`src/hw/rtl/owbm_pkg.sv`:
```
// shared types, codes and tables of the one-wire bus master
`default_nettype none
package owbm_pkg;

   // command codes
   localparam logic [2:0] CMD_NONE  = 3'd0;
   localparam logic [2:0] CMD_RESET = 3'd1;
   localparam logic [2:0] CMD_WRITE = 3'd2;
   localparam logic [2:0] CMD_READ  = 3'd3;
   localparam logic [2:0] CMD_TOUCH = 3'd4;
   localparam logic [2:0] CMD_ROM   = 3'd5;

   localparam int ROM_BYTES = 8;
   localparam logic [7:0] READ_ROM_CODE = 8'h33;
   localparam logic [7:0] CRC_POLY      = 8'h8C;

   // sequencer phases, one-hot
   typedef enum logic [7:0] {
      PH_IDLE = 8'b0000_0001,
      PH_RPRE = 8'b0000_0010,
      PH_RLOW = 8'b0000_0100,
      PH_RSMP = 8'b0000_1000,
      PH_RREC = 8'b0001_0000,
      PH_SLOW = 8'b0010_0000,
      PH_SSMP = 8'b0100_0000,
      PH_SREC = 8'b1000_0000
   } phase_type;

   // slot kinds
   typedef enum logic [1:0] {
      K_READ = 2'd0,
      K_W1   = 2'd1,
      K_W0   = 2'd2
   } kind_type;

   // timing interval names
   typedef enum logic [3:0] {
      T_A = 4'd0, T_B = 4'd1, T_C = 4'd2, T_D = 4'd3, T_E = 4'd4,
      T_F = 4'd5, T_G = 4'd6, T_H = 4'd7, T_I = 4'd8, T_J = 4'd9
   } interval_type;

   // one result beat
   typedef struct packed {
      logic        drive_low;
      logic        busy_res;
      logic        done_res;
      logic        presence;
      logic [7:0]  received_byte;
      logic [63:0] rom_id;
      logic        rom_ok;
   } result_type;

   // interval length in microseconds
   function automatic logic [8:0] slot_time(logic use_std, interval_type idx);
      logic [8:0] t;
      t = 9'd0;
      if (use_std) begin
         unique case (idx)
            T_A: t = 9'd6;
            T_B: t = 9'd64;
            T_C: t = 9'd60;
            T_D: t = 9'd10;
            T_E: t = 9'd9;
            T_F: t = 9'd55;
            T_G: t = 9'd0;
            T_H: t = 9'd480;
            T_I: t = 9'd70;
            T_J: t = 9'd410;
            default: t = 9'd0;
         endcase
      end else begin
         unique case (idx)
            T_A: t = 9'd2;
            T_B: t = 9'd8;
            T_C: t = 9'd8;
            T_D: t = 9'd8;
            T_E: t = 9'd1;
            T_F: t = 9'd7;
            T_G: t = 9'd3;
            T_H: t = 9'd70;
            T_I: t = 9'd9;
            T_J: t = 9'd40;
            default: t = 9'd0;
         endcase
      end
      return t;
   endfunction

   // reflected crc-8 over one byte
   function automatic logic [7:0] crc8_byte(logic [7:0] crc, logic [7:0] v);
      logic [7:0] c;
      c = crc ^ v;
      for (int i = 0; i < 8; i++) begin
         c = c[0] ? ((c >> 1) ^ CRC_POLY) : (c >> 1);
      end
      return c;
   endfunction

endpackage
`default_nettype wire

```
`src/hw/rtl/owbm_req_if.sv`:
```
// request channel: command, data byte and sampled line level
`default_nettype none
interface owbm_req_if;
   logic       valid;
   logic       ready;
   logic [2:0] command;
   logic [7:0] data_byte;
   logic       line_level;

   modport source (output valid, output command, output data_byte, output line_level,
                   input ready);
   modport sink   (input valid, input command, input data_byte, input line_level,
                   output ready);
endinterface
`default_nettype wire

```
`src/hw/rtl/owbm_rsp_if.sv`:
```
// response channel: bus drive, status, received byte and rom id
`default_nettype none
interface owbm_rsp_if;
   logic        valid;
   logic        ready;
   logic        drive_low;
   logic        busy_res;
   logic        done_res;
   logic        presence;
   logic [7:0]  received_byte;
   logic [63:0] rom_id;
   logic        rom_ok;

   modport source (output valid, output drive_low, output busy_res, output done_res,
                   output presence, output received_byte, output rom_id, output rom_ok,
                   input ready);
   modport sink   (input valid, input drive_low, input busy_res, input done_res,
                   input presence, input received_byte, input rom_id, input rom_ok,
                   output ready);
endinterface
`default_nettype wire

```
`src/hw/rtl/owbm_engine.sv`:
```
// slot sequencer: state registers and the per-tick next-state logic
`default_nettype none
module owbm_engine (
   input  wire logic                clock,
   input  wire logic                reset,
   input  wire logic                step_en,
   input  wire logic [2:0]          cmd,
   input  wire logic [7:0]          data,
   input  wire logic                line,
   input  wire logic                std_speed,
   output owbm_pkg::result_type     result
);

   owbm_pkg::phase_type phase_ff, phase_in;
   logic [8:0]  timer_ff, timer_in;
   logic [2:0]  bit_count_ff, bit_count_in;
   logic [3:0]  byte_count_ff, byte_count_in;
   logic [7:0]  tx_ff, tx_in;
   logic [7:0]  rx_ff, rx_in;
   logic [2:0]  cmd_ff, cmd_in;
   logic [63:0] rom_ff, rom_in;
   logic [7:0]  crc_ff, crc_in;
   logic        pres_ff, pres_in;
   logic        rok_ff, rok_in;

   owbm_pkg::phase_type ph_start;
   owbm_pkg::kind_type  kind_a, kind_b, kind_c;
   logic        start;
   logic        drive, busy, done;
   logic [8:0]  gap;
   logic [3:0]  lane_wide;
   logic [2:0]  lane;

   // slot kind from the command, next bit and byte position
   function automatic owbm_pkg::kind_type slot_kind(logic [2:0] ac, logic b,
                                                   logic [3:0] byc);
      owbm_pkg::kind_type k;
      priority if (ac == owbm_pkg::CMD_READ) begin
         k = owbm_pkg::K_READ;
      end else if (ac == owbm_pkg::CMD_TOUCH) begin
         k = b ? owbm_pkg::K_READ : owbm_pkg::K_W0;
      end else if (ac == owbm_pkg::CMD_ROM && byc != 4'd0) begin
         k = owbm_pkg::K_READ;
      end else begin
         k = b ? owbm_pkg::K_W1 : owbm_pkg::K_W0;
      end
      return k;
   endfunction

   // interval length; read rom always runs at standard timing
   function automatic logic [8:0] tval(logic [2:0] ac, logic sp, owbm_pkg::interval_type i);
      return owbm_pkg::slot_time((ac == owbm_pkg::CMD_ROM) || sp, i);
   endfunction

   // one tick of the sequencer
   always_comb begin
      phase_in      = phase_ff;
      timer_in      = timer_ff;
      bit_count_in  = bit_count_ff;
      byte_count_in = byte_count_ff;
      tx_in         = tx_ff;
      rx_in         = rx_ff;
      cmd_in        = cmd_ff;
      rom_in        = rom_ff;
      crc_in        = crc_ff;
      pres_in       = pres_ff;
      rok_in        = rok_ff;
      drive         = 1'b0;
      busy          = 1'b0;
      done          = 1'b0;
      kind_a        = owbm_pkg::K_READ;
      kind_b        = owbm_pkg::K_READ;
      kind_c        = owbm_pkg::K_READ;
      gap           = 9'd0;
      lane_wide     = 4'd0;
      lane          = 3'd0;
      ph_start      = phase_ff;

      // command start when idle
      start = (phase_ff == owbm_pkg::PH_IDLE) && (cmd >= owbm_pkg::CMD_RESET)
              && (cmd <= owbm_pkg::CMD_ROM);
      if (start) begin
         cmd_in        = cmd;
         bit_count_in  = 3'd0;
         byte_count_in = 4'd0;
         if (cmd == owbm_pkg::CMD_RESET) begin
            gap = tval(cmd, std_speed, owbm_pkg::T_G);
            if (gap != 9'd0) begin
               phase_in = owbm_pkg::PH_RPRE;
               timer_in = gap;
            end else begin
               phase_in = owbm_pkg::PH_RLOW;
               timer_in = tval(cmd, std_speed, owbm_pkg::T_H);
            end
         end else begin
            if (cmd == owbm_pkg::CMD_ROM) begin
               tx_in  = owbm_pkg::READ_ROM_CODE;
               rom_in = 64'd0;
               crc_in = 8'd0;
               rok_in = 1'b0;
            end else begin
               tx_in = data;
            end
            kind_a = slot_kind(cmd, tx_in[0], 4'd0);
            if (kind_a == owbm_pkg::K_W0 && cmd == owbm_pkg::CMD_TOUCH) begin
               rx_in = rx_in >> 1;
            end
            phase_in = owbm_pkg::PH_SLOW;
            timer_in = (kind_a == owbm_pkg::K_W0) ? tval(cmd, std_speed, owbm_pkg::T_C)
                                                  : tval(cmd, std_speed, owbm_pkg::T_A);
         end
      end
      ph_start = phase_in;

      // timer countdown, sampling and phase change
      if (ph_start != owbm_pkg::PH_IDLE) begin
         busy  = 1'b1;
         drive = (ph_start == owbm_pkg::PH_RLOW) || (ph_start == owbm_pkg::PH_SLOW);
         if (timer_in == 9'd1) begin
            if (ph_start == owbm_pkg::PH_RSMP) pres_in = ~line;
            if (ph_start == owbm_pkg::PH_SSMP) rx_in = {line, rx_in[7:1]};
         end
         if (timer_in != 9'd0) timer_in = timer_in - 9'd1;
         if (timer_in == 9'd0) begin
            unique case (ph_start)
               owbm_pkg::PH_RPRE: begin
                  phase_in = owbm_pkg::PH_RLOW;
                  timer_in = tval(cmd_in, std_speed, owbm_pkg::T_H);
               end
               owbm_pkg::PH_RLOW: begin
                  phase_in = owbm_pkg::PH_RSMP;
                  timer_in = tval(cmd_in, std_speed, owbm_pkg::T_I);
               end
               owbm_pkg::PH_RSMP: begin
                  phase_in = owbm_pkg::PH_RREC;
                  timer_in = tval(cmd_in, std_speed, owbm_pkg::T_J);
               end
               owbm_pkg::PH_SLOW: begin
                  kind_b = slot_kind(cmd_in, tx_in[0], byte_count_in);
                  if (kind_b == owbm_pkg::K_READ) begin
                     phase_in = owbm_pkg::PH_SSMP;
                     timer_in = tval(cmd_in, std_speed, owbm_pkg::T_E);
                  end else begin
                     phase_in = owbm_pkg::PH_SREC;
                     timer_in = (kind_b == owbm_pkg::K_W1)
                                ? tval(cmd_in, std_speed, owbm_pkg::T_B)
                                : tval(cmd_in, std_speed, owbm_pkg::T_D);
                  end
               end
               owbm_pkg::PH_SSMP: begin
                  phase_in = owbm_pkg::PH_SREC;
                  timer_in = tval(cmd_in, std_speed, owbm_pkg::T_F);
               end
               owbm_pkg::PH_SREC: begin
                  // end of a bit slot
                  if (bit_count_in != 3'd7) begin
                     bit_count_in = bit_count_in + 3'd1;
                     tx_in        = tx_in >> 1;
                     kind_c       = slot_kind(cmd_in, tx_in[0], byte_count_in);
                  end else begin
                     bit_count_in = 3'd0;
                     if (cmd_in != owbm_pkg::CMD_ROM) begin
                        phase_in = owbm_pkg::PH_IDLE;
                        done     = 1'b1;
                     end else begin
                        if (byte_count_in >= 4'd1
                            && byte_count_in <= 4'(owbm_pkg::ROM_BYTES)) begin
                           lane_wide = byte_count_in - 4'd1;
                           lane      = lane_wide[2:0];
                           for (int k = 0; k < owbm_pkg::ROM_BYTES; k++) begin
                              if (lane == 3'(k)) rom_in[k*8 +: 8] = rx_in;
                           end
                           crc_in = owbm_pkg::crc8_byte(crc_in, rx_in);
                        end
                        byte_count_in = byte_count_in + 4'd1;
                        if (byte_count_in >= 4'(owbm_pkg::ROM_BYTES + 1)) begin
                           rok_in   = (crc_in == 8'd0) && (rom_in[7:0] != 8'd0);
                           phase_in = owbm_pkg::PH_IDLE;
                           done     = 1'b1;
                        end else begin
                           kind_c = slot_kind(cmd_in, tx_in[0], byte_count_in);
                        end
                     end
                  end
                  // next slot unless the command just finished
                  if (!done) begin
                     if (kind_c == owbm_pkg::K_W0 && cmd_in == owbm_pkg::CMD_TOUCH) begin
                        rx_in = rx_in >> 1;
                     end
                     phase_in = owbm_pkg::PH_SLOW;
                     timer_in = (kind_c == owbm_pkg::K_W0)
                                ? tval(cmd_in, std_speed, owbm_pkg::T_C)
                                : tval(cmd_in, std_speed, owbm_pkg::T_A);
                  end
               end
               default: begin
                  phase_in = owbm_pkg::PH_IDLE;
                  done     = 1'b1;
               end
            endcase
         end
      end
   end

   // result of this tick
   always_comb begin
      result.drive_low     = drive;
      result.busy_res      = busy;
      result.done_res      = done;
      result.presence      = pres_in;
      result.received_byte = rx_in;
      result.rom_id        = rom_in;
      result.rom_ok        = rok_in;
   end

   // state registers advance once per accepted beat
   always_ff @(posedge clock) begin
      if (reset) begin
         phase_ff      <= owbm_pkg::PH_IDLE;
         timer_ff      <= 9'd0;
         bit_count_ff  <= 3'd0;
         byte_count_ff <= 4'd0;
         tx_ff         <= 8'd0;
         rx_ff         <= 8'd0;
         cmd_ff        <= owbm_pkg::CMD_NONE;
         rom_ff        <= 64'd0;
         crc_ff        <= 8'd0;
         pres_ff       <= 1'b0;
         rok_ff        <= 1'b0;
      end else if (step_en) begin
         phase_ff      <= phase_in;
         timer_ff      <= timer_in;
         bit_count_ff  <= bit_count_in;
         byte_count_ff <= byte_count_in;
         tx_ff         <= tx_in;
         rx_ff         <= rx_in;
         cmd_ff        <= cmd_in;
         rom_ff        <= rom_in;
         crc_ff        <= crc_in;
         pres_ff       <= pres_in;
         rok_ff        <= rok_in;
      end
   end

endmodule
`default_nettype wire

```
`src/hw/rtl/owbm_rsp_reg.sv`:
```
// result register between the sequencer and the response channel
`default_nettype none
module owbm_rsp_reg (
   input  wire logic                 clock,
   input  wire logic                 reset,
   input  wire logic                 load,
   input  wire owbm_pkg::result_type result,
   input  wire logic                 rsp_ready,
   output logic                      rsp_valid,
   output logic                      can_load,
   output owbm_pkg::result_type      rsp_data
);

   logic                 valid_ff, valid_in;
   owbm_pkg::result_type data_ff;

   // take a new beat when empty or when the held one leaves this cycle
   assign can_load = !valid_ff || rsp_ready;

   always_comb begin
      priority if (load) begin
         valid_in = 1'b1;
      end else if (rsp_ready) begin
         valid_in = 1'b0;
      end else begin
         valid_in = valid_ff;
      end
   end

   always_ff @(posedge clock) begin
      if (reset) begin
         valid_ff <= 1'b0;
      end else begin
         valid_ff <= valid_in;
      end
   end

   // payload holds until the next load
   always_ff @(posedge clock) begin
      if (load) begin
         data_ff <= result;
      end
   end

   assign rsp_valid = valid_ff;
   assign rsp_data  = data_ff;

endmodule
`default_nettype wire

```
`src/hw/rtl/one_wire_bus_master_core.sv`:
```
// one-wire bus master core: top level
//
//  channel  dir  beat carries                                          handshake
//  req      in   command, data_byte, line_level (one microsecond tick) valid/ready
//  rsp      out  drive_low, busy_res, done_res, presence,              valid/ready
//                received_byte, rom_id, rom_ok
//  csr      in   standard_speed                                        write enable
//
// One request beat per cycle while the response is not stalled; its response follows in the
// next cycle from the result register, loaded by a single combinational sequencer pass.
// Synchronous active-high reset: idle phase, counters cleared, standard timing selected.
// A stalled response blocks a new request only while the result register is full.
`default_nettype none
module one_wire_bus_master_core (
   input  wire logic  clock,
   input  wire logic  reset,
   owbm_req_if.sink   req_port,
   owbm_rsp_if.source rsp_port,
   input  wire logic  csr_write_en,
   input  wire logic  csr_write_data
);

   logic                 std_speed_ff;
   logic                 accept;
   logic                 can_load;
   owbm_pkg::result_type result;
   owbm_pkg::result_type rsp_data;

   // speed register
   always_ff @(posedge clock) begin
      if (reset) begin
         std_speed_ff <= 1'b1;
      end else if (csr_write_en) begin
         std_speed_ff <= csr_write_data;
      end
   end

   assign req_port.ready = can_load;
   assign accept         = req_port.valid && can_load;

   owbm_engine u_engine (
      .clock     (clock),
      .reset     (reset),
      .step_en   (accept),
      .cmd       (req_port.command),
      .data      (req_port.data_byte),
      .line      (req_port.line_level),
      .std_speed (std_speed_ff),
      .result    (result)
   );

   owbm_rsp_reg u_rsp (
      .clock     (clock),
      .reset     (reset),
      .load      (accept),
      .result    (result),
      .rsp_ready (rsp_port.ready),
      .rsp_valid (rsp_port.valid),
      .can_load  (can_load),
      .rsp_data  (rsp_data)
   );

   // response payload
   assign rsp_port.drive_low     = rsp_data.drive_low;
   assign rsp_port.busy_res      = rsp_data.busy_res;
   assign rsp_port.done_res      = rsp_data.done_res;
   assign rsp_port.presence      = rsp_data.presence;
   assign rsp_port.received_byte = rsp_data.received_byte;
   assign rsp_port.rom_id        = rsp_data.rom_id;
   assign rsp_port.rom_ok        = rsp_data.rom_ok;

endmodule
`default_nettype wire

```
`src/flat_wrapper.sv`:
```
// flat-port wrapper written by rule: the top's interface ports become plain ports
module one_wire_bus_master_core_flat 
  (clock, reset, csr_write_en, csr_write_data, req_port_valid, req_port_command, req_port_data_byte, req_port_line_level, req_port_ready, rsp_port_valid, rsp_port_drive_low, rsp_port_busy_res, rsp_port_done_res, rsp_port_presence, rsp_port_received_byte, rsp_port_rom_id, rsp_port_rom_ok, rsp_port_ready);
  owbm_req_if req_port_i ();
  owbm_rsp_if rsp_port_i ();
  input  wire logic clock;
  input  wire logic reset;
  input  wire logic csr_write_en;
  input  wire logic csr_write_data;
  input wire logic [$bits(req_port_i.valid)-1:0] req_port_valid;
  input wire logic [$bits(req_port_i.command)-1:0] req_port_command;
  input wire logic [$bits(req_port_i.data_byte)-1:0] req_port_data_byte;
  input wire logic [$bits(req_port_i.line_level)-1:0] req_port_line_level;
  output wire logic [$bits(req_port_i.ready)-1:0] req_port_ready;
  output wire logic [$bits(rsp_port_i.valid)-1:0] rsp_port_valid;
  output wire logic [$bits(rsp_port_i.drive_low)-1:0] rsp_port_drive_low;
  output wire logic [$bits(rsp_port_i.busy_res)-1:0] rsp_port_busy_res;
  output wire logic [$bits(rsp_port_i.done_res)-1:0] rsp_port_done_res;
  output wire logic [$bits(rsp_port_i.presence)-1:0] rsp_port_presence;
  output wire logic [$bits(rsp_port_i.received_byte)-1:0] rsp_port_received_byte;
  output wire logic [$bits(rsp_port_i.rom_id)-1:0] rsp_port_rom_id;
  output wire logic [$bits(rsp_port_i.rom_ok)-1:0] rsp_port_rom_ok;
  input wire logic [$bits(rsp_port_i.ready)-1:0] rsp_port_ready;
  assign req_port_i.valid = req_port_valid;
  assign req_port_i.command = req_port_command;
  assign req_port_i.data_byte = req_port_data_byte;
  assign req_port_i.line_level = req_port_line_level;
  assign req_port_ready = req_port_i.ready;
  assign rsp_port_valid = rsp_port_i.valid;
  assign rsp_port_drive_low = rsp_port_i.drive_low;
  assign rsp_port_busy_res = rsp_port_i.busy_res;
  assign rsp_port_done_res = rsp_port_i.done_res;
  assign rsp_port_presence = rsp_port_i.presence;
  assign rsp_port_received_byte = rsp_port_i.received_byte;
  assign rsp_port_rom_id = rsp_port_i.rom_id;
  assign rsp_port_rom_ok = rsp_port_i.rom_ok;
  assign rsp_port_i.ready = rsp_port_ready;
  one_wire_bus_master_core u_core (.clock(clock), .reset(reset), .req_port(req_port_i), .rsp_port(rsp_port_i), .csr_write_en(csr_write_en), .csr_write_data(csr_write_data));
endmodule
```
`config.mk`:
```
export PLATFORM = sky130hd
export DESIGN_NAME = one_wire_bus_master_core_flat
export DESIGN_NICKNAME = d
export VERILOG_FILES = /design/src/hw/rtl/owbm_pkg.sv /design/src/hw/rtl/owbm_req_if.sv /design/src/hw/rtl/owbm_rsp_if.sv /design/src/hw/rtl/owbm_engine.sv /design/src/hw/rtl/owbm_rsp_reg.sv /design/src/hw/rtl/one_wire_bus_master_core.sv /design/src/flat_wrapper.sv
export SDC_FILE = /design/constraint.sdc
export NUM_CORES = 1
export LEC_CHECK = 0
export ABC_AREA = 1
export BUFFER_PORTS_ARGS = -buffer_cell sky130_fd_sc_hd__buf_2
export CORE_MARGIN = 5
export CORE_UTILIZATION = 55
export CTS_CLUSTER_DIAMETER = 30
export DETAILED_ROUTE_END_ITERATION = 10
export PLACE_DENSITY = 0.79
export SYNTH_ARGS = -nofsm -noshare
export SYNTH_HDL_FRONTEND = slang
export SYNTH_SLANG_ARGS = --single-unit
```
`constraint.sdc`:
```
create_clock -name clock -period 4 [get_ports clock]
set_clock_uncertainty 0.15 [all_clocks]
set_input_delay 0.2 -clock clock [delete_from_list [all_inputs] [get_ports clock]]
set_output_delay 0.2 -clock clock [all_outputs]
set_load 0.05 [all_outputs]
```
==> flow_metrics.tcl, run 1 <==
set metrics [dict create \
    status "finished, final reports clean" \
    crit_path_start_kind "input port" \
    clkSlewWorstSetupHoldPaths_ps 80 \
    max_cap_viol_count 0 \
    multi_input_area_sq_mm 0.005559 \
    root_buffer "clkbuf_16" \
    synth-seq-cells 196 \
    portBuffers 96 \
    grt_pass1_vias 10500 \
    yosys_warnings 0 \
    synth_common_cells "nand2_1, inv_1, nor2_1" \
    grt_start_max_net_pins 129 \
    slew_headroom_pct 57.13 \
    synthToLayoutAreaGrowth_pct 18.64 \
    synth_top_cell_area_share_pct 21.23 \
    fin_crit_sh_pct 94.68 \
    initial_core_util_pct 55.63 \
    drtIter0Drc 1219 \
    cp.required_ps 4190 \
    synth_cells 1611 \
    wl_per_cell_microns 15.81 \
    fin_tns_setup_ps 0 \
    die_area_sq_mm 0.02336 \
    power.total_uw 5996 \
    rows 52 \
    grt_usage_pct 27.21 \
    wl_microns 32290 \
    fill_cells 1771 \
    drt-vias-per-instance 5.474 \
    yosysMostFrequentCell "nand2_1" \
    htreeDepth 4 \
    avgSynthCellArea_sq_um 6.964 \
    grt_pass1_wl_microns 52230 \
    synth_largest_area_cell "dfxtp_1" \
    diodes 0 \
    path_class "in -> reg" \
    cts_buffers 17 \
    ys_top_cells_by_area "dfxtp_1, edfxtp_1, nand2_1" \
    hpwlAfterDp_microns 23330 \
    fin_area_sq_mm 0.01331 \
    cts_sinks 196 \
    post-route-drc-count 0 \
    dp_worst_setup_slack_ps 45.03 \
    setup_violations 0 \
    place_area_sq_mm 0.01241 \
    hold_path.class "in -> reg" \
    fin_util_pct 65.99 \
    drv_slew 0 \
    antenna_found_initial 0 \
    clk_latency_ps 450 \
    vias 11180 \
    drive_gt1_share_pct 17.60 \
    max-vdd-ir-drop_mv 0.3008 \
    gp_congestion 0.9211 \
    endpoint_kind "flop" \
    seq_area_sq_mm 0.004695 \
    synth_cell_type_count 47 \
    pin_count 97 \
    cp_data_arrival_time_ps 3980 \
    clk_path_buf_depth 2 \
    fp.dieW_microns 152.8 \
    layout_setup_ws_ps 212.9 \
    worstMarginPinSlew_ps 636.3 \
    synth_nets 1640 \
    drt-pass1-iter-count 6 \
    async_flop_share_pct 0 \
    synth_flop_cell "dfxtp_1" \
    seq_area_frac_synth_pct 41.84 \
    hold_violations 0 \
    cts_tree "built" \
    timing.fmax_mhz 264.1 \
    leakagePower_uw 0.006554 \
    detail-route-antenna-nets 0 \
    cp_max_fo 8 \
    netlist_area_sq_mm 0.01122 \
    final_nets 1789 \
    die_h_microns 152.8 \
    period_minus_slack_ps 3787 \
    synth_edf_count 77 \
    coreArea_sq_mm 0.02017 \
    power.density_mw_per_mm2 450.5 \
    grt_remaining_overflow 0 \
]
[power breakdown]
| group | internal (uW) | switching (uW) |
|---|---|---|
| clock network | 883 | 917 |
| registers | 2260 | 63.8 |
| logic | 589 | 1290 |
[critical path, stage by stage]
cell           delay, ps
dlygate4sd3_1        530
clkbuf_4             180
nor2_4               150
nand2_1               70
nand3_1              120
nor2_4                90
buf_4                140
a21oi_2              140
buf_4                150
ha_2                 190
nand3_4              120
nor2_8               170
o21ai_0               90
o21ai_1              120
nand3_1              140
nor2_2               170
nand3_4              130
nor2_4               230
nand2_4              100
buf_12               160
nor2_4               130
inv_2                 90
nand2_1               60
o21ai_1              110
o21ai_1              150
inv_1                 50
[cells by family after synthesis]
family | after synthesis | synth area share (%)
buffers and inverters | 283 | 10.09
xor gates and xnor gates | 7 | 0.5465
adders and majority gates | 11 | 1.227
DFF | 196 | 41.84
AOI/OAI and AO/OA | 299 | 14.40
and+or+nand+nor | 815 | 31.89
[routing by layer]
metal / vias to the layer above / GRT usage [%] / wire [microns]
li1: 5528 / - / -
met4: 0 / 9.970 / 1088
met2: 455 / 45.29 / 15170
met5: - / 0 / 0
met3: 81 / 3.902 / 2329
met1: 5119 / 36.32 / 13700
[metrics by stage]
stage,instances,hold slack [ps]
2_1_floorplan,1611,150.4
3_3_place_gp,1997,269.5
3_5_place_dp,1997,268.0
4_1_cts,2034,6.766
5_1_grt,2043,34.14
6_report,2043,17.28
[placed cells by master, fill, tap and decap left out, types with 4 or more instances in the layout]
cell type | netlist | layout
buf_4 | 2 | 87
nand3_1 | 148 | 148
a21oi_2 | 3 | 4
nand2_2 | 18 | 21
clkbuf_16 | 0 | 17
ha_1 | 11 | 10
dfxtp_1 | 119 | 119
nor3_1 | 6 | 6
nor4_1 | 6 | 6
dlygate4sd3_1 | 0 | 5
nor2_4 | 8 | 15
buf_2 | 6 | 94
nor2_1 | 184 | 181
o21ai_2 | 4 | 7
edfxtp_1 | 77 | 77
xor2_1 | 7 | 5
a31oi_1 | 5 | 5
a21oi_1 | 85 | 84
nand2_1 | 399 | 394
o22ai_1 | 6 | 6
o211ai_1 | 12 | 12
nand4_1 | 13 | 13
inv_1 | 205 | 205
nor2_2 | 12 | 10
o21ai_0 | 107 | 102
inv_2 | 11 | 11
nand2_4 | 3 | 6
o21ai_1 | 64 | 66
clkinv_8 | 0 | 7
[timing repair]
item	in CTS	in global routing
endpoints found under the hold margin	4	0
setup endpoints to repair	2	157
gates resized for setup	1	34
pin swaps	0	11
setup buffers	0	6
gates cloned	0	3
hold buffers	5	0
[final cells by class]
cell class	instances	area share, %
clock inverter	14	1.485
inverter	219	6.232
clock buffer	18	3.299
timing repair buffer	191	9.410
sequential	196	35.27
tap	270	2.538
multi-input combinational	1135	41.77
[sequential cells by signal, indices dropped and copies added (netlist names), 3 cells and up]
signal / count
u_core.u_rsp.rsp_data: 77
u_core.u_engine.rom_ff: 64
u_core.u_engine.timer_ff: 9
u_core.u_engine.crc_ff: 8
u_core.u_engine.phase_ff: 8
u_core.u_engine.rx_ff: 8
u_core.u_engine.tx_ff: 8
u_core.u_engine.byte_count_ff: 4
u_core.u_engine.bit_count_ff: 3
u_core.u_engine.cmd_ff: 3
[final timing paths]
kind / start / end / slack, ps / depth (start not counted)
setup / recovery: req_port_command[1] / u_core.u_engine.rom_ff[4]$_SDFFE_PP0P_ / 210 / 26
hold / removal: req_port_command[0] / u_core.u_engine.cmd_ff[0]$_SDFFE_PP0P_ / 20 / 3
setup reg to reg: u_core.u_engine.phase_ff[6]$_SDFFE_PP0P_ / u_core.u_engine.rom_ff[4]$_SDFFE_PP0P_ / 250 / 24
hold reg to reg: u_core.u_engine.cmd_ff[0]$_SDFFE_PP0P_ / u_core.u_engine.cmd_ff[0]$_SDFFE_PP0P_ / 310 / 2
(Power assumes the default switching activity.)
==> inputs of run 2 (changes only) <==
- CORE_UTILIZATION: 55 -> 45
- PLACE_DENSITY: 0.79 -> 0.67
==> run 2 against run 1 <==
  * Cell count is 2.4% higher
  * Final area is 0.10% lower
  * Clock power is 2% lower
  * Global-route usage is 4.3 points lower
  * Worst hold slack worse by 5.5 ps
  * Register-to-register slack worse by 60 ps
  * Critical path depth is 6 lower
  * Fmax is 0.66% lower
  * First-iteration DRC count is 11% lower
  * Worst setup slack worse by 25 ps
  * Combinational power hardly changed
  * Critical path type is now reg -> reg
  * Core utilization is 12 points lower
==> flow_metrics.tcl, run 2 (synthesized netlist as in run 1, its figures left out) <==
set metrics [dict create \
    power.total_uw 5936 \
    drive_gt1_share_pct 17.25 \
    period_minus_slack_ps 3812 \
    worstMarginPinSlew_ps 736.6 \
    drt-pass1-iter-count 6 \
    clk_latency_ps 450 \
    wl_microns 33730 \
    die_h_microns 167.9 \
    fin_area_sq_mm 0.01330 \
    hpwlAfterDp_microns 24280 \
    grt_pass1_wl_microns 53000 \
    use_met2_pct 38.50 \
    pwr-share-clk_pct 29.7 \
    cp_data_arrival_time_ps 4000 \
    busiest_layer "met2" \
    gp_congestion 0.9397 \
    root_buffer "clkbuf_16" \
    setup_violations 0 \
    grt_pass1_vias 10090 \
    critPathSlowestCell "or3b_1" \
    layout_commonest_cell "nand2_1" \
    path_class "reg -> reg" \
    drt-vias-per-instance 5.344 \
    htreeDepth 4 \
    initial_core_util_pct 45.86 \
    min_to "u_core.u_engine.cmd_ff[2]$_SDFFE_PP0P_" \
    hold_violations 0 \
    reg2reg_from "u_core.u_engine.phase_ff[3]$_SDFFE_PP0P_" \
    most-common-layout-cells "nand2_1, inv_1, nor2_1" \
    combPwrFrac_pct 31.2 \
    hold_path.class "in -> reg" \
    place_area_sq_mm 0.01235 \
    synthToLayoutAreaGrowth_pct 18.51 \
    netSwitchingFraction_pct 38.09 \
    fin_crit_sh_pct 95.31 \
    cp_max_fo 17 \
    cts_tree "built" \
    cp.required_ps 4180 \
    post-route-drc-count 0 \
    seq_power_share_pct 39.1 \
    path_buf_inv 7 \
    fin_tns_setup_ps 0 \
    drv_slew 0 \
    rsz0062_at_grt "no" \
    clkSlewWorstSetupHoldPaths_ps 80 \
    p_int_uw 3675 \
    crit_chain "nor2_2, nand2_1, nor2_4, nand2_1, buf_4, nand2_1, inv_1, nor2_4, nand3_4, buf_6, inv_1, a21oi_1, or3b_1, nand3_2, inv_2, buf_4, o311ai_0, o21ai_0, o21ai_0, inv_1" \
    fp.dieW_microns 167.9 \
    p_sw_uw 2261 \
    grtUsageMet1_pct 30.87 \
    max-vdd-ir-drop_mv 0.2969 \
    largest_reg_flops 77 \
    leakagePower_uw 0.006481 \
    detail-route-antenna-nets 0 \
    r2r_slack_ps 190 \
    max_cap_viol_count 0 \
    vias 11180 \
    reg2reg_depth 20 \
    min_delay_path_depth 3 \
    die_area_sq_mm 0.02819 \
    final_nets 1784 \
    antenna_found_initial 0 \
    grt_util_met3_pct 3.517 \
    grt_remaining_overflow 0 \
    cts_buffers 17 \
    min_from "req_port_command[2]" \
    coreArea_sq_mm 0.02446 \
    critical-path-max-stage-delay_ps 400 \
    pin_count 97 \
    grt_start_max_net_pins 86 \
    power.density_mw_per_mm2 446.4 \
    clk_path_buf_depth 2 \
    crit_path_start_kind "flop" \
    diodes 0 \
    timing.fmax_mhz 262.3 \
    timing.rr.end "u_core.u_engine.rom_ff[34]$_SDFFE_PP0P_" \
    drtIter0Drc 1081 \
    grt_usage_pct 22.95 \
    slew_headroom_pct 50.90 \
    rows 57 \
    cts_sinks 196 \
    crit_family "simple AND/OR/NAND/NOR gates" \
    portBuffers 96 \
    status "finished, final reports clean" \
    endpoint_kind "flop" \
    wl_per_cell_microns 16.12 \
]
## run 2: per-layer routing
metal	up-vias	share of wire (%)
li1	5522	-
met1	5189	44
met2	425	47
met3	44	6.6
met4	0	1.9
met5	-	0
## run 2: layout make-up
cell class,count,area [sq um]
Multi-Input combinational cell,1135,5548
Fill cell,2348,11170
Clock buffer,17,425.4
Sequential cell,196,4696
Timing Repair Buffer,186,1202
Inverter,219,829.5
Tap cell,324,405.4
Clock inverter,15,190.2
## run 2: worst max-delay path by stage
stage                                                        start                                      end  slack [ps]  depth (start not counted)
after floorplan                u_core.u_rsp.rsp_valid$_SDFFE_PP0P_       u_core.u_rsp.rsp_data[0]$_DFFE_PP_         540                          5
after global placement                         req_port_command[2]       u_core.u_rsp.rsp_data[0]$_DFFE_PP_          30                         27
after detailed placement                       req_port_command[2]       u_core.u_rsp.rsp_data[0]$_DFFE_PP_           2                         27
after CTS                 u_core.u_engine.phase_ff[3]$_SDFFE_PP0P_       u_core.u_rsp.rsp_data[0]$_DFFE_PP_          60                         28
after global routing      u_core.u_engine.phase_ff[2]$_SDFFE_PP0P_       u_core.u_rsp.rsp_data[0]$_DFFE_PP_           9                         26
final                     u_core.u_engine.phase_ff[3]$_SDFFE_PP0P_  u_core.u_engine.rom_ff[34]$_SDFFE_PP0P_         190                         20
## run 2: power by group through the flow
| stage | clock, uW | combinational (uW) | sequential (uW) |
|---|---|---|---|
| floorplan | 0 | 997 | 2600 |
| global placement | 0 | 1690 | 2360 |
| detailed placement | 0 | 1690 | 2370 |
| CTS | 1790 | 1710 | 2320 |
| global route | 1870 | 2020 | 2340 |
| finish | 1760 | 1850 | 2320 |
## run 2: repair_timing
item / CTS / global route
setup endpoints to repair: 0 / 154
resized for setup: 0 / 34
buffers inserted: 0 / 14
hold endpoints to repair: 16 / 0
hold buffers: 6 / 0
## run 2: stage by stage
step	worst slack [ps]	hold slack, ps	utilization (%)	instances
finish	187.5	11.82	54.36	2092
global route	9.424	36.60	54.36	2092
CTS	63.63	6.970	53.25	2075
detailed placement	1.517	278.8	50.49	2037
global placement	27.15	275.5	50.49	2037
floorplan	542.3	150.4	-	1611
## run 2: worst reg2reg max path: cells and delay by family (launching register included)
family	cells	cell delay, ps
AO/OA/AOI/OAI	4	840
AND/OR/NAND/NOR	9	1470
buffers and inverters	7	890
flip-flops	1	360
==> inputs of run 3 (changes only) <==
- PLACE_DENSITY: 0.67 -> 0.65
==> run 3 against run 2 <==
  * Worst hold slack better by 0.57 ps
  * Die area is the same
  * Core utilization decreased by 0.51 points
  * Combinational power down 4%
  * Worst setup slack gained 26 ps
  * Register-to-register slack better by 30 ps
  * Global-route usage increased by 0.25 points
  * Count of clock-buffer cells in the layout unchanged
  * Wire length decreased by 1.3%
  * Non-clock buffer count is 12 lower
  * Clock power up 5%
  * Sequential share of layout area grew 0.33 points
==> flow_metrics.tcl, run 3 (synthesized netlist as in run 1, its figures left out) <==
set metrics [dict create \
    portBuffers 96 \
    wl_microns 33300 \
    path_class "reg -> reg" \
    cp_data_arrival_time_ps 3850 \
    coreArea_sq_mm 0.02446 \
    pwr-share-clk_pct 30.9 \
    p_sw_uw 2274 \
    wl_per_cell_microns 16.01 \
    drive_gt1_share_pct 16.75 \
    worstMarginPinSlew_ps 848.0 \
    detail-route-antenna-nets 0 \
    clk_path_buf_depth 2 \
    synthToLayoutAreaGrowth_pct 17.41 \
    period_minus_slack_ps 3786 \
    cts_tree "built" \
    pin_count 97 \
    cp.required_ps 4060 \
    hold_violations 0 \
    post-route-drc-count 0 \
    final_nets 1771 \
    setup_violations 0 \
    crit_chain "nor2_2, nand2_1, nor2_4, nand2_2, buf_4, nand2_1, nand2_1, nor2_4, nand3_2, nor2_8, nor2_1, a21oi_1, nand4_1, nor2_1, nand3_2, nor2_4, nand2_4, nor2_2, nand2_1, nand3_1, nand2_1" \
    power.density_mw_per_mm2 450.7 \
    vias 11010 \
    max-vdd-ir-drop_mv 0.2369 \
    gp_congestion 0.9116 \
    critical-path-max-stage-delay_ps 360 \
    cts_sinks 196 \
    grt_start_max_net_pins 99 \
    fin_area_sq_mm 0.01317 \
    drv_slew 0 \
    place_area_sq_mm 0.01229 \
    cts_buffers 17 \
    largest_reg_flops 77 \
    drt-pass1-iter-count 6 \
    clkSlewWorstSetupHoldPaths_ps 90 \
    grt_pass1_vias 10000 \
    antenna_found_initial 1 \
    grt_usage_pct 23.20 \
    rsz0062_at_grt "yes" \
    grt_pass1_wl_microns 53230 \
    die_h_microns 167.9 \
    max_cap_viol_count 0 \
    htreeDepth 4 \
    hold_path.class "in -> reg" \
    crit_family "simple AND/OR/NAND/NOR gates" \
    crit_path_start_kind "flop" \
    rows 57 \
    root_buffer "clkbuf_16" \
    initial_core_util_pct 45.86 \
    most-common-layout-cells "nand2_1, inv_1, nor2_1" \
    timing.fmax_mhz 264.1 \
    crit_path_frequent_cell "nand2_1" \
    grt_remaining_overflow 0 \
    layout_commonest_cell "nand2_1" \
    hold_ws_ps 12.39 \
    cp_max_fo 10 \
    fin_tns_setup_ps 0 \
    status "finished, final reports clean" \
    slew_headroom_pct 43.47 \
    clk_latency_ps 460 \
    critPathSlowestCell "dfxtp_1" \
    die_area_sq_mm 0.02819 \
    combPwrFrac_pct 29.9 \
    path_buf_inv 1 \
    leakagePower_uw 0.006425 \
    netSwitchingFraction_pct 38.30 \
    p_int_uw 3663 \
    seq_power_share_pct 39.1 \
    fp.dieW_microns 167.9 \
    drtIter0Drc 1127 \
    endpoint_kind "flop" \
    drt-vias-per-instance 5.291 \
    fin_crit_sh_pct 94.65 \
    hpwlAfterDp_microns 23880 \
]
[run 3: area by class of cell]
class / instances / area [sq um]
clock buffers: 17 / 425.4
repair buffers: 174 / 1094
multi-input cells: 1134 / 5507
fillers: 2379 / 11290
flip-flops and latches: 196 / 4696
inverters: 219 / 835.8
diodes: 1 / 2.502
clock inverters: 15 / 207.7
well taps: 324 / 405.4
[run 3: worst min-delay path, cell delays in order]
cell and delay (ps):
buf_2 160, o21ai_0 110, a21oi_1 110
[run 3: power groups by stage]
stage | registers (uW) | clock network (uW) | logic (uW)
finish | 2320 | 1840 | 1780
global placement | 2360 | 0 | 1680
floorplan | 2600 | 0 | 997
global route | 2340 | 1950 | 1950
CTS | 2320 | 1860 | 1700
detailed placement | 2370 | 0 | 1690
[run 3: path summary, 6_finish.rpt]
check / startpoint / endpoint / slack, ps / cells past startpoint
setup / recovery: u_core.u_engine.phase_ff[3]$_SDFFE_PP0P_ / u_core.u_rsp.rsp_data[61]$_DFFE_PP_ / 210 / 21
hold reg to reg: u_core.u_engine.cmd_ff[1]$_SDFFE_PP0P_ / u_core.u_engine.cmd_ff[1]$_SDFFE_PP0P_ / 310 / 2
setup reg to reg: u_core.u_engine.phase_ff[3]$_SDFFE_PP0P_ / u_core.u_rsp.rsp_data[61]$_DFFE_PP_ / 210 / 21
hold / removal: req_port_command[0] / u_core.u_engine.cmd_ff[0]$_SDFFE_PP0P_ / 10 / 3
[run 3: per-stage QoR]
| stage | cells | util, % | setup WS (ps) | power, uW |
|---|---|---|---|---|
| after floorplan | 1611 | - | 542.3 | 3592 |
| after global placement | 2029 | 50.24 | 88.92 | 4040 |
| after detailed placement | 2029 | 50.24 | 28.63 | 4054 |
| after CTS | 2066 | 53.06 | 2.459 | 5880 |
| after global routing | 2080 | 53.85 | -109.7 | 6234 |
| final | 2080 | 53.85 | 214.0 | 5937 |
[run 3: layer usage]
| layer | vias up | track usage (%) | wire length, microns |
|---|---|---|---|
| met3 | 61 | 3.939 | 1937 |
| met5 | - | 0 | 0 |
| li1 | 5505 | - | - |
| met1 | 5095 | 31.96 | 15270 |
| met2 | 345 | 37.61 | 15300 |
| met4 | 0 | 6.845 | 795 |
[run 3: what timing repair did]
action                                 CTS  global route
pin swaps                                1             6
gates cloned                             0             2
setup buffers                            0            11
hold buffers                             5             0
setup endpoints to repair                1           137
endpoints found under the hold margin    4             0
resized for setup                        1            27
